<file path="src/sv/gtbb_pkg.sv">
// Package for the gray threshold bounding box block.
// Payload structs, queue entry types and register constants; no dependencies.
package gtbb_pkg;

	localparam int CNT_W = 12;
	localparam int LW_W  = 13;

	localparam logic [LW_W-1:0] LINE_WIDTH_RST    = 13'd640;
	localparam logic [7:0]      DARK_THRESHOLD_RST = 8'd128;

	localparam logic [7:0] MONO_BLACK = 8'd0;
	localparam logic [7:0] MONO_WHITE = 8'd255;

	// register index, taken from paddr[2]
	localparam logic REG_LINE_WIDTH     = 1'b0;
	localparam logic REG_DARK_THRESHOLD = 1'b1;

	typedef struct packed {
		logic [7:0] red_in;
		logic [7:0] green_in;
		logic [7:0] blue_in;
		logic       frame_last;
	} pix_t;

	typedef struct packed {
		logic [7:0]       mono_pixel;
		logic             box_valid;
		logic             box_found;
		logic [CNT_W-1:0] box_left;
		logic [CNT_W-1:0] box_top;
		logic [CNT_W-1:0] box_right;
		logic [CNT_W-1:0] box_bottom;
	} res_t;

	typedef struct packed {
		logic             dark;
		logic             last;
		logic [CNT_W-1:0] x;
		logic [CNT_W-1:0] y;
	} entry_t;

	typedef struct packed {
		logic   valid;
		entry_t entry;
	} q_port_t;

endpackage

</file>
<file path="src/sv/gtbb_front.sv">
// Front end: threshold of the RGB average and column/row position.
// Depends on gtbb_pkg; pushes classified pixels into gtbb_queue.
module gtbb_front #(
	parameter int MAX_WIDTH  = 4096,
	parameter int MAX_HEIGHT = 4096
) (
	input  logic                       clk,
	input  logic                       arst_n,
	input  logic                       pix_valid,
	output logic                       pix_stall,
	input  gtbb_pkg::pix_t             pix,
	input  logic [gtbb_pkg::LW_W-1:0]  line_width,
	input  logic [7:0]                 dark_threshold,
	input  logic                       q_full,
	output gtbb_pkg::q_port_t          q_wr
);

	localparam int CW = gtbb_pkg::CNT_W;
	localparam logic [CW-1:0] COL_CAP = (MAX_WIDTH < (1 << CW)) ?
		CW'(MAX_WIDTH - 1) : {CW{1'b1}};
	localparam logic [CW-1:0] ROW_CAP = (MAX_HEIGHT < (1 << CW)) ?
		CW'(MAX_HEIGHT - 1) : {CW{1'b1}};

	logic [CW-1:0] x_q, y_q;
	logic [9:0]    sum;
	logic [9:0]    limit;
	logic          dark;
	logic          accept;
	logic          wrap;

	// floor(sum/3) < t  <=>  sum < 3t
	assign sum    = 10'(pix.red_in) + 10'(pix.green_in) + 10'(pix.blue_in);
	assign limit  = {1'b0, dark_threshold, 1'b0} + 10'(dark_threshold);
	assign dark   = sum < limit;
	assign accept = pix_valid && !q_full;
	assign wrap   = (({1'b0, x_q} + 13'd1) == line_width) || (x_q >= COL_CAP);

	assign pix_stall = q_full;

	always_comb begin
		q_wr.valid      = accept;
		q_wr.entry.dark = dark;
		q_wr.entry.last = pix.frame_last;
		q_wr.entry.x    = x_q;
		q_wr.entry.y    = y_q;
	end

	always_ff @(posedge clk or negedge arst_n) begin
		if (!arst_n) begin
			x_q <= '0;
			y_q <= '0;
		end else if (accept) begin
			if (pix.frame_last) begin
				x_q <= '0;
				y_q <= '0;
			end else if (wrap) begin
				x_q <= '0;
				if (y_q < ROW_CAP) begin
					y_q <= y_q + CW'(1);
				end
			end else begin
				x_q <= x_q + CW'(1);
			end
		end
	end

endmodule

</file>
<file path="src/sv/gtbb_queue.sv">
// Two-entry queue between front and back ends.
// Depends on gtbb_pkg; push and pop may occur in the same cycle.
module gtbb_queue (
	input  logic              clk,
	input  logic              arst_n,
	input  gtbb_pkg::q_port_t q_wr,
	output logic              full,
	input  logic              pop,
	output gtbb_pkg::q_port_t q_rd
);

	gtbb_pkg::entry_t mem_q [2];
	logic             wr_ptr_q, rd_ptr_q;
	logic [1:0]       count_q;

	assign full          = count_q == 2'd2;
	assign q_rd.valid    = count_q != 2'd0;
	assign q_rd.entry    = mem_q[rd_ptr_q];

	always_ff @(posedge clk) begin
		if (q_wr.valid) begin
			mem_q[wr_ptr_q] <= q_wr.entry;
		end
	end

	always_ff @(posedge clk or negedge arst_n) begin
		if (!arst_n) begin
			wr_ptr_q <= 1'b0;
			rd_ptr_q <= 1'b0;
			count_q  <= 2'd0;
		end else begin
			if (q_wr.valid) begin
				wr_ptr_q <= ~wr_ptr_q;
			end
			if (pop) begin
				rd_ptr_q <= ~rd_ptr_q;
			end
			if (q_wr.valid && !pop) begin
				count_q <= count_q + 2'd1;
			end else if (!q_wr.valid && pop) begin
				count_q <= count_q - 2'd1;
			end
		end
	end

endmodule

</file>
<file path="src/sv/gtbb_back.sv">
// Back end: bounding box tracking and the result register.
// Depends on gtbb_pkg; pops classified pixels from gtbb_queue.
module gtbb_back (
	input  logic              clk,
	input  logic              arst_n,
	input  gtbb_pkg::q_port_t q_rd,
	output logic              pop,
	output logic              res_valid,
	input  logic              res_stall,
	output gtbb_pkg::res_t    res
);

	localparam int CW = gtbb_pkg::CNT_W;

	logic [CW-1:0]  left_q, top_q, right_q, bottom_q;
	logic           seen_q, prev_q;
	logic [CW-1:0]  left_d, top_d, right_d, bottom_d;
	logic           seen_d, prev_d;
	logic           valid_q;
	gtbb_pkg::res_t res_q;
	gtbb_pkg::res_t res_d;
	gtbb_pkg::entry_t e;

	assign e         = q_rd.entry;
	assign pop       = q_rd.valid && (!valid_q || !res_stall);
	assign res_valid = valid_q;
	assign res       = res_q;

	always_comb begin
		left_d   = left_q;
		top_d    = top_q;
		right_d  = right_q;
		bottom_d = bottom_q;
		seen_d   = seen_q;
		prev_d   = prev_q;
		if (e.dark) begin
			if (!seen_q || e.x < left_q) begin
				left_d = e.x;
			end
			if (!seen_q) begin
				top_d = e.y;
			end
			seen_d   = 1'b1;
			bottom_d = e.y;
			prev_d   = 1'b1;
		end else begin
			if (prev_q && e.x > right_q) begin
				right_d = e.x;
			end
			prev_d = 1'b0;
		end

		res_d            = '0;
		res_d.mono_pixel = e.dark ? gtbb_pkg::MONO_BLACK : gtbb_pkg::MONO_WHITE;
		if (e.last) begin
			res_d.box_valid = 1'b1;
			res_d.box_found = seen_d;
			if (seen_d) begin
				res_d.box_left   = left_d;
				res_d.box_top    = top_d;
				res_d.box_right  = right_d;
				res_d.box_bottom = bottom_d;
			end
		end
	end

	always_ff @(posedge clk) begin
		if (pop) begin
			res_q <= res_d;
		end
	end

	always_ff @(posedge clk or negedge arst_n) begin
		if (!arst_n) begin
			valid_q  <= 1'b0;
			left_q   <= '0;
			top_q    <= '0;
			right_q  <= '0;
			bottom_q <= '0;
			seen_q   <= 1'b0;
			prev_q   <= 1'b0;
		end else begin
			if (pop) begin
				valid_q <= 1'b1;
			end else if (!res_stall) begin
				valid_q <= 1'b0;
			end
			if (pop) begin
				if (e.last) begin
					left_q   <= '0;
					top_q    <= '0;
					right_q  <= '0;
					bottom_q <= '0;
					seen_q   <= 1'b0;
					prev_q   <= 1'b0;
				end else begin
					left_q   <= left_d;
					top_q    <= top_d;
					right_q  <= right_d;
					bottom_q <= bottom_d;
					seen_q   <= seen_d;
					prev_q   <= prev_d;
				end
			end
		end
	end

endmodule

</file>
<file path="src/sv/gray_threshold_bounding_box_top.sv">
// An accepted pixel is written into the queue, then popped into the result register.
// Throughput: one pixel per clock; the front end stalls only when the
// two-entry queue is full, which happens only after the result side has stalled.
// Reset: counters, box state and queue clear; line_width goes to 640 and
// dark_threshold to 128. No clearing pass.
// Top level: APB registers, gtbb_front, gtbb_queue and gtbb_back; uses gtbb_pkg.
module gray_threshold_bounding_box_top #(
	parameter int MAX_WIDTH  = 4096,
	parameter int MAX_HEIGHT = 4096
) (
	input  logic            clk,
	input  logic            arst_n,
	input  logic            psel,
	input  logic            penable,
	input  logic            pwrite,
	input  logic [2:0]      paddr,
	input  logic [31:0]     pwdata,
	output logic [31:0]     prdata,
	output logic            pready,
	input  logic            pix_valid,
	output logic            pix_stall,
	input  gtbb_pkg::pix_t  pix,
	output logic            res_valid,
	input  logic            res_stall,
	output gtbb_pkg::res_t  res
);

	logic [gtbb_pkg::LW_W-1:0] line_width_q;
	logic [7:0]                dark_threshold_q;
	logic                      wr_en;
	gtbb_pkg::q_port_t         q_wr, q_rd;
	logic                      q_full, q_pop;

	assign pready = 1'b1;
	assign wr_en  = psel && penable && pwrite;

	always_ff @(posedge clk or negedge arst_n) begin
		if (!arst_n) begin
			line_width_q     <= gtbb_pkg::LINE_WIDTH_RST;
			dark_threshold_q <= gtbb_pkg::DARK_THRESHOLD_RST;
		end else if (wr_en) begin
			case (paddr[2])
				gtbb_pkg::REG_LINE_WIDTH: begin
					line_width_q <= pwdata[gtbb_pkg::LW_W-1:0];
				end
				gtbb_pkg::REG_DARK_THRESHOLD: begin
					dark_threshold_q <= pwdata[7:0];
				end
				default: begin
				end
			endcase
		end
	end

	always_comb begin
		case (paddr[2])
			gtbb_pkg::REG_LINE_WIDTH:     prdata = 32'(line_width_q);
			gtbb_pkg::REG_DARK_THRESHOLD: prdata = 32'(dark_threshold_q);
			default:                      prdata = '0;
		endcase
	end

	gtbb_front #(
		.MAX_WIDTH (MAX_WIDTH),
		.MAX_HEIGHT(MAX_HEIGHT)
	) u_front (
		.clk           (clk),
		.arst_n        (arst_n),
		.pix_valid     (pix_valid),
		.pix_stall     (pix_stall),
		.pix           (pix),
		.line_width    (line_width_q),
		.dark_threshold(dark_threshold_q),
		.q_full        (q_full),
		.q_wr          (q_wr)
	);

	gtbb_queue u_queue (
		.clk   (clk),
		.arst_n(arst_n),
		.q_wr  (q_wr),
		.full  (q_full),
		.pop   (q_pop),
		.q_rd  (q_rd)
	);

	gtbb_back u_back (
		.clk      (clk),
		.arst_n   (arst_n),
		.q_rd     (q_rd),
		.pop      (q_pop),
		.res_valid(res_valid),
		.res_stall(res_stall),
		.res      (res)
	);

endmodule

</file>
<file path="config.mk">
export PLATFORM = sky130hd
export DESIGN_NAME = gray_threshold_bounding_box_top
export DESIGN_NICKNAME = d
export VERILOG_FILES = /design/src/sv/gtbb_pkg.sv /design/src/sv/gtbb_front.sv /design/src/sv/gtbb_queue.sv /design/src/sv/gtbb_back.sv /design/src/sv/gray_threshold_bounding_box_top.sv
export SDC_FILE = /design/constraint.sdc
export NUM_CORES = 1
export LEC_CHECK = 0
export ABC_AREA = 1
export BUFFER_PORTS_ARGS = -buffer_cell sky130_fd_sc_hd__buf_4
export CAP_MARGIN = 20
export CORE_MARGIN = 3
export CORE_UTILIZATION = 37
export CTS_CLUSTER_DIAMETER = 200
export DETAILED_ROUTE_END_ITERATION = 8
export PLACE_DENSITY_LB_ADDON = 0.2
export SLEW_MARGIN = 20
export SYNTH_ARGS = -nofsm -noshare
export SYNTH_HDL_FRONTEND = slang
export SYNTH_HIERARCHICAL = 1
export SYNTH_SLANG_ARGS = --single-unit
</file>
<file path="constraint.sdc">
create_clock -name clk -period 4.7 [get_ports clk]
set_input_delay 0.94 -clock clk [delete_from_list [all_inputs] [get_ports clk]]
set_output_delay 0.94 -clock clk [all_outputs]
set_load 0.005 [all_outputs]
</file>
==> results <==
- The run finished with clean final reports.
- Global routing finished with a remaining overflow of 0.
- The number of global-route vias before repair came to 7,891.
- The tightest hold path in the finished design has a slack of 0.421 ns.
- The master cell of the clock root buffer is clkbuf_16.
- For this run, the register share of the synthesized area comes to 0.496.
- For the pin with the worst max-slew slack, the measured transition is 0.970 ns.
- The final critical delay including setup and external delays is 3.53 ns.
- The tightest min-delay check is of the in2async type.
- The endpoint identified for the worst register-to-register timing path is u_queue/mem_q[1][25]$_DFFE_PP_.
- The count of nets left with antenna violations once routing finished came out at 0.
- After synthesis, the share of flip-flops with an asynchronous set or reset is 0.493.
- The total number of placement rows is 63.
- From left edge to right edge, the die measures 181 um.
- The proportion of layout cells with a drive suffix above 1 is 0.168.
- In this run the static leakage power is 6.23 nW.
- In the synthesized netlist the dominant register cell turns out to be edfxtp_1.
- The pin count of the biggest net entering global routing is 78.
- The share of the clock period used by the worst path is 0.751.
- CTS built an H-tree with a depth of 1.
- The number of violations of the max-capacitance limit is 0.
- TritonCTS built the clock tree.
- The routed layout has 8,225 vias.
- The first routing iteration left 533 violations.
- The worst slew margin relative to its limit is 0.349.
- For this run, the total global-route usage over all layers was measured as 0.143.
- The count of cells along the worst register-to-register path is 10.
- The critical path is of the in2reg type.
- The data arrival time of the critical path is 3.73 ns.
- The number of clock buffers added by TritonCTS is 23.
- Data on the critical path is required at its endpoint by 4.90 ns.
- The final-layout setup total negative slack is 0 ns.
- The commonest cells after synthesis are 325 x nand2_1, 157 x inv_1, 109 x nand3_1, 103 x edfxtp_1, 97 x dfrtp_1.
- The netlist area before placement is 0.0113 sq mm.
- Prior to clock tree synthesis, the placed netlist has a worst setup slack of 0.665 ns.
- During synthesis, Yosys emitted a total of 6 warnings.
- The initial cell density of the core is 0.378.
- Of the post-synthesis cell area, the dominant cell type holds 0.274.
- Of the total power, combinational logic draws 0.432.
- The final total power is 7.88 mW.
- The non-filler instance count after layout is 1,751.
- The fraction of power spent switching nets is 0.380.
- The height of the die is 181 um.
- The post-detailed-route via-to-cell ratio is 4.70.
- The post-route DRC violation count is 0.
- In this run the power density over the cells is 606 mW/mm^2.
- The area growth from synthesis to layout is 15.2%.
- The slowest cell on the critical path is fa_1.
- Among all cell types in the netlist, the one instantiated most often is nand2_1.
- Setup repair after global routing left no endpoint under its margin.
- Of the total power, registers draw 0.357.
- Walking the worst path, the cells encountered are buf_4 -> inv_1 -> fa_1 -> inv_1 -> ha_1 -> fa_1 -> nand3_1 -> nand2_1 -> a21oi_1 -> o21ai_0 -> xor2_1 -> ha_1 -> nand2_1 -> o41a_1.
- The cell type with the highest aggregate area in the netlist is edfxtp_1.
- The least setup slack across all paths after layout is 1.17 ns.
- The total of cells resized after clock tree synthesis is 0.
- The number of hold-repair buffers added at the cts stage is 0.
- The utilization of the core after routing is 0.435.
- The timing startpoint of the critical path is pix[2].
- The first-pass GRT wire length is 39,700 um.
- The floorplan core area is 0.0299 sq mm.
- The initial antenna violation count came to 0.
- In the final routed layout, each cell accounts on average for 13.6 um.
- The routed wire length is 23,800 um.
- The total die area is 0.0326 sq mm.
- The maximum vdd ir drop is 289 uV.
- The congestion estimate from routability-driven global placement came to 0.808.
- The launch point of the worst reg-to-reg path is dark_threshold_q[1]$_DFFE_PN0P_.
- Setup violations remaining at the end of the flow were counted as 0.
- STA classifies the critical path startpoint as an input port.
- The total half-perimeter wirelength after legalization and detailed placement is 16,800 um.
- The final number of max-transition violations is 0.
- The quantity of I/O buffers inserted on ports is 118.
- Synthesis produced 1,248 cells.
- The tree built by TritonCTS fans out to 203 sinks.
- Cell internal power was estimated by the tool at 4.89 mW.
- The number of placed instances with taps included is 1,711.
- The clock latency on the worst-skew pair is 0.50 ns.
- For this run, the slowest stage of the critical path takes 0.52 ns.
- The worst register-to-register path has a setup slack of 1.67 ns.
- The capturing element type of the critical path is a flip-flop.
- The number of buffers between clock root and the deepest sink is 3.
- The layout net count is 1,474.
- The total I/O pin count is 160.
- The upper clock frequency limit is 283 MHz.
- Buffers added to address setup during post-CTS repair amount to 0.
- The average cell area after synthesis is 9.04 sq um.
- Yosys attributes the largest share of cell area to edfxtp_1 27%, dfrtp_1 22%, nand2_1 11%.
- The number of antenna diodes in the final layout is 0.
- The share of power burned in the clock network is 0.211.
- The synthesized design contains 103 enable-type register cells.
- Once layout is done, the placed cells without fillers occupy 0.0130 sq mm.
- The count of final hold-check violations is 0.
- The placed instances occupy a cell area of 0.0123 sq mm.
- The net switching power is 3.00 mW.
- The largest fanout of any net on the critical path is 2.
- The synthesized netlist contains 41 unique library cells.
- Clock-pin slew was measured on the worst setup and hold paths at 0.06 ns.
- The count of TritonRoute iterations in the first routing pass is 6.
- The capture point of the critical path is u_queue/mem_q[1][25]$_DFFE_PP_.
- The number of synthesized register bits is 203.
- For the final database, setup skew stands at 0.0241 ns.
[critical path, delay by kind of cell]
family | cells | cell delay (ns)
simple gates | 3 | 0.25
xor+xnor | 1 | 0.18
compound gates | 3 | 0.75
fa+ha+maj | 4 | 1.45
buf+inv | 3 | 0.16
[registers in the layout (all words and copies together), names as in the netlist]
name,count
u_queue/rd_ptr_q,1
u_back/res_valid,1
u_queue/wr_ptr_q,1
u_back/seen_q,1
u_back/bottom_q,12
u_front/x_q,12
u_back/left_q,12
u_back/res,51
line_width_q,13
u_back/top_q,12
dark_threshold_q,8
u_queue/count_q,2
u_back/right_q,12
u_queue/mem_q,52
u_back/prev_q,1
u_front/y_q,12
[layer usage]
layer	share of wire	global-route usage	up-vias
met1	0.49	0.209	3752
met5	0	0	-
met3	0.055	0.0252	26
li1	-	-	4237
met2	0.45	0.224	210
met4	0.014	0.0304	0
[cells in the final DEF (no fill, tap or decap), types with 29 or more instances in the layout]
master,count
a21oi_1,29
buf_4,127
dfrtp_1,97
edfxtp_1,103
ha_1,51
inv_1,156
nand2_1,325
nand3_1,109
nor2_1,86
o21ai_0,36
o22ai_1,36
[logic make-up (layout without fill, tap and decap cells)]
| family | after synthesis | count (layout) | share of synthesized area |
|---|---|---|---|
| AND/OR/NAND/NOR | 588 | 588 | 0.226 |
| buffers and inverters | 235 | 330 | 0.0982 |
| flip-flops | 203 | 203 | 0.496 |
| AO/OA/AOI/OAI | 112 | 112 | 0.0562 |
| adder cells (fa/ha/maj) | 61 | 61 | 0.0743 |
| multiplexers | 26 | 26 | 0.0323 |
| XOR/XNOR | 21 | 21 | 0.0163 |
| other | 2 | 20 | 0.000665 |
[how the worst min path moves through the flow]
stage	from	endpoint	slack [ns]	cells after the start
6_report	arst_n	line_width_q[6]$_DFFE_PN0P_	0.42	1
3_5_place_dp	u_back/left_q[10]$_DFFE_PN0P_	u_back/left_q[10]$_DFFE_PN0P_	0.47	2
3_3_place_gp	u_queue/count_q[1]$_DFFE_PN0P_	u_queue/count_q[1]$_DFFE_PN0P_	0.46	2
5_1_grt	arst_n	u_front/x_q[7]$_DFFE_PN0P_	0.43	1
2_1_floorplan	u_queue/count_q[1]$_DFFE_PN0P_	u_queue/count_q[1]$_DFFE_PN0P_	0.44	2
4_1_cts	arst_n	line_width_q[6]$_DFFE_PN0P_	0.42	1
[power groups by stage]
stage / Sequential [mW] / Clock [mW] / Combinational [mW]
6_report: 2.82 / 1.66 / 3.41
4_1_cts: 2.83 / 1.72 / 3.46
2_1_floorplan: 2.84 / 0 / 2.51
3_5_place_dp: 2.86 / 0 / 3.45
3_3_place_gp: 2.84 / 0 / 3.39
5_1_grt: 2.88 / 1.78 / 3.89
[layout make-up]
type	count	area, sq um
inverters	163	612
multi-input cells	828	4660
fillers	2906	16900
clock buffers	30	622
flip-flops and latches	203	5600
repair buffers	127	953
well taps	390	488
clock inverters	10	73.8
No activity file was read; power rests on OpenSTA's default activity.
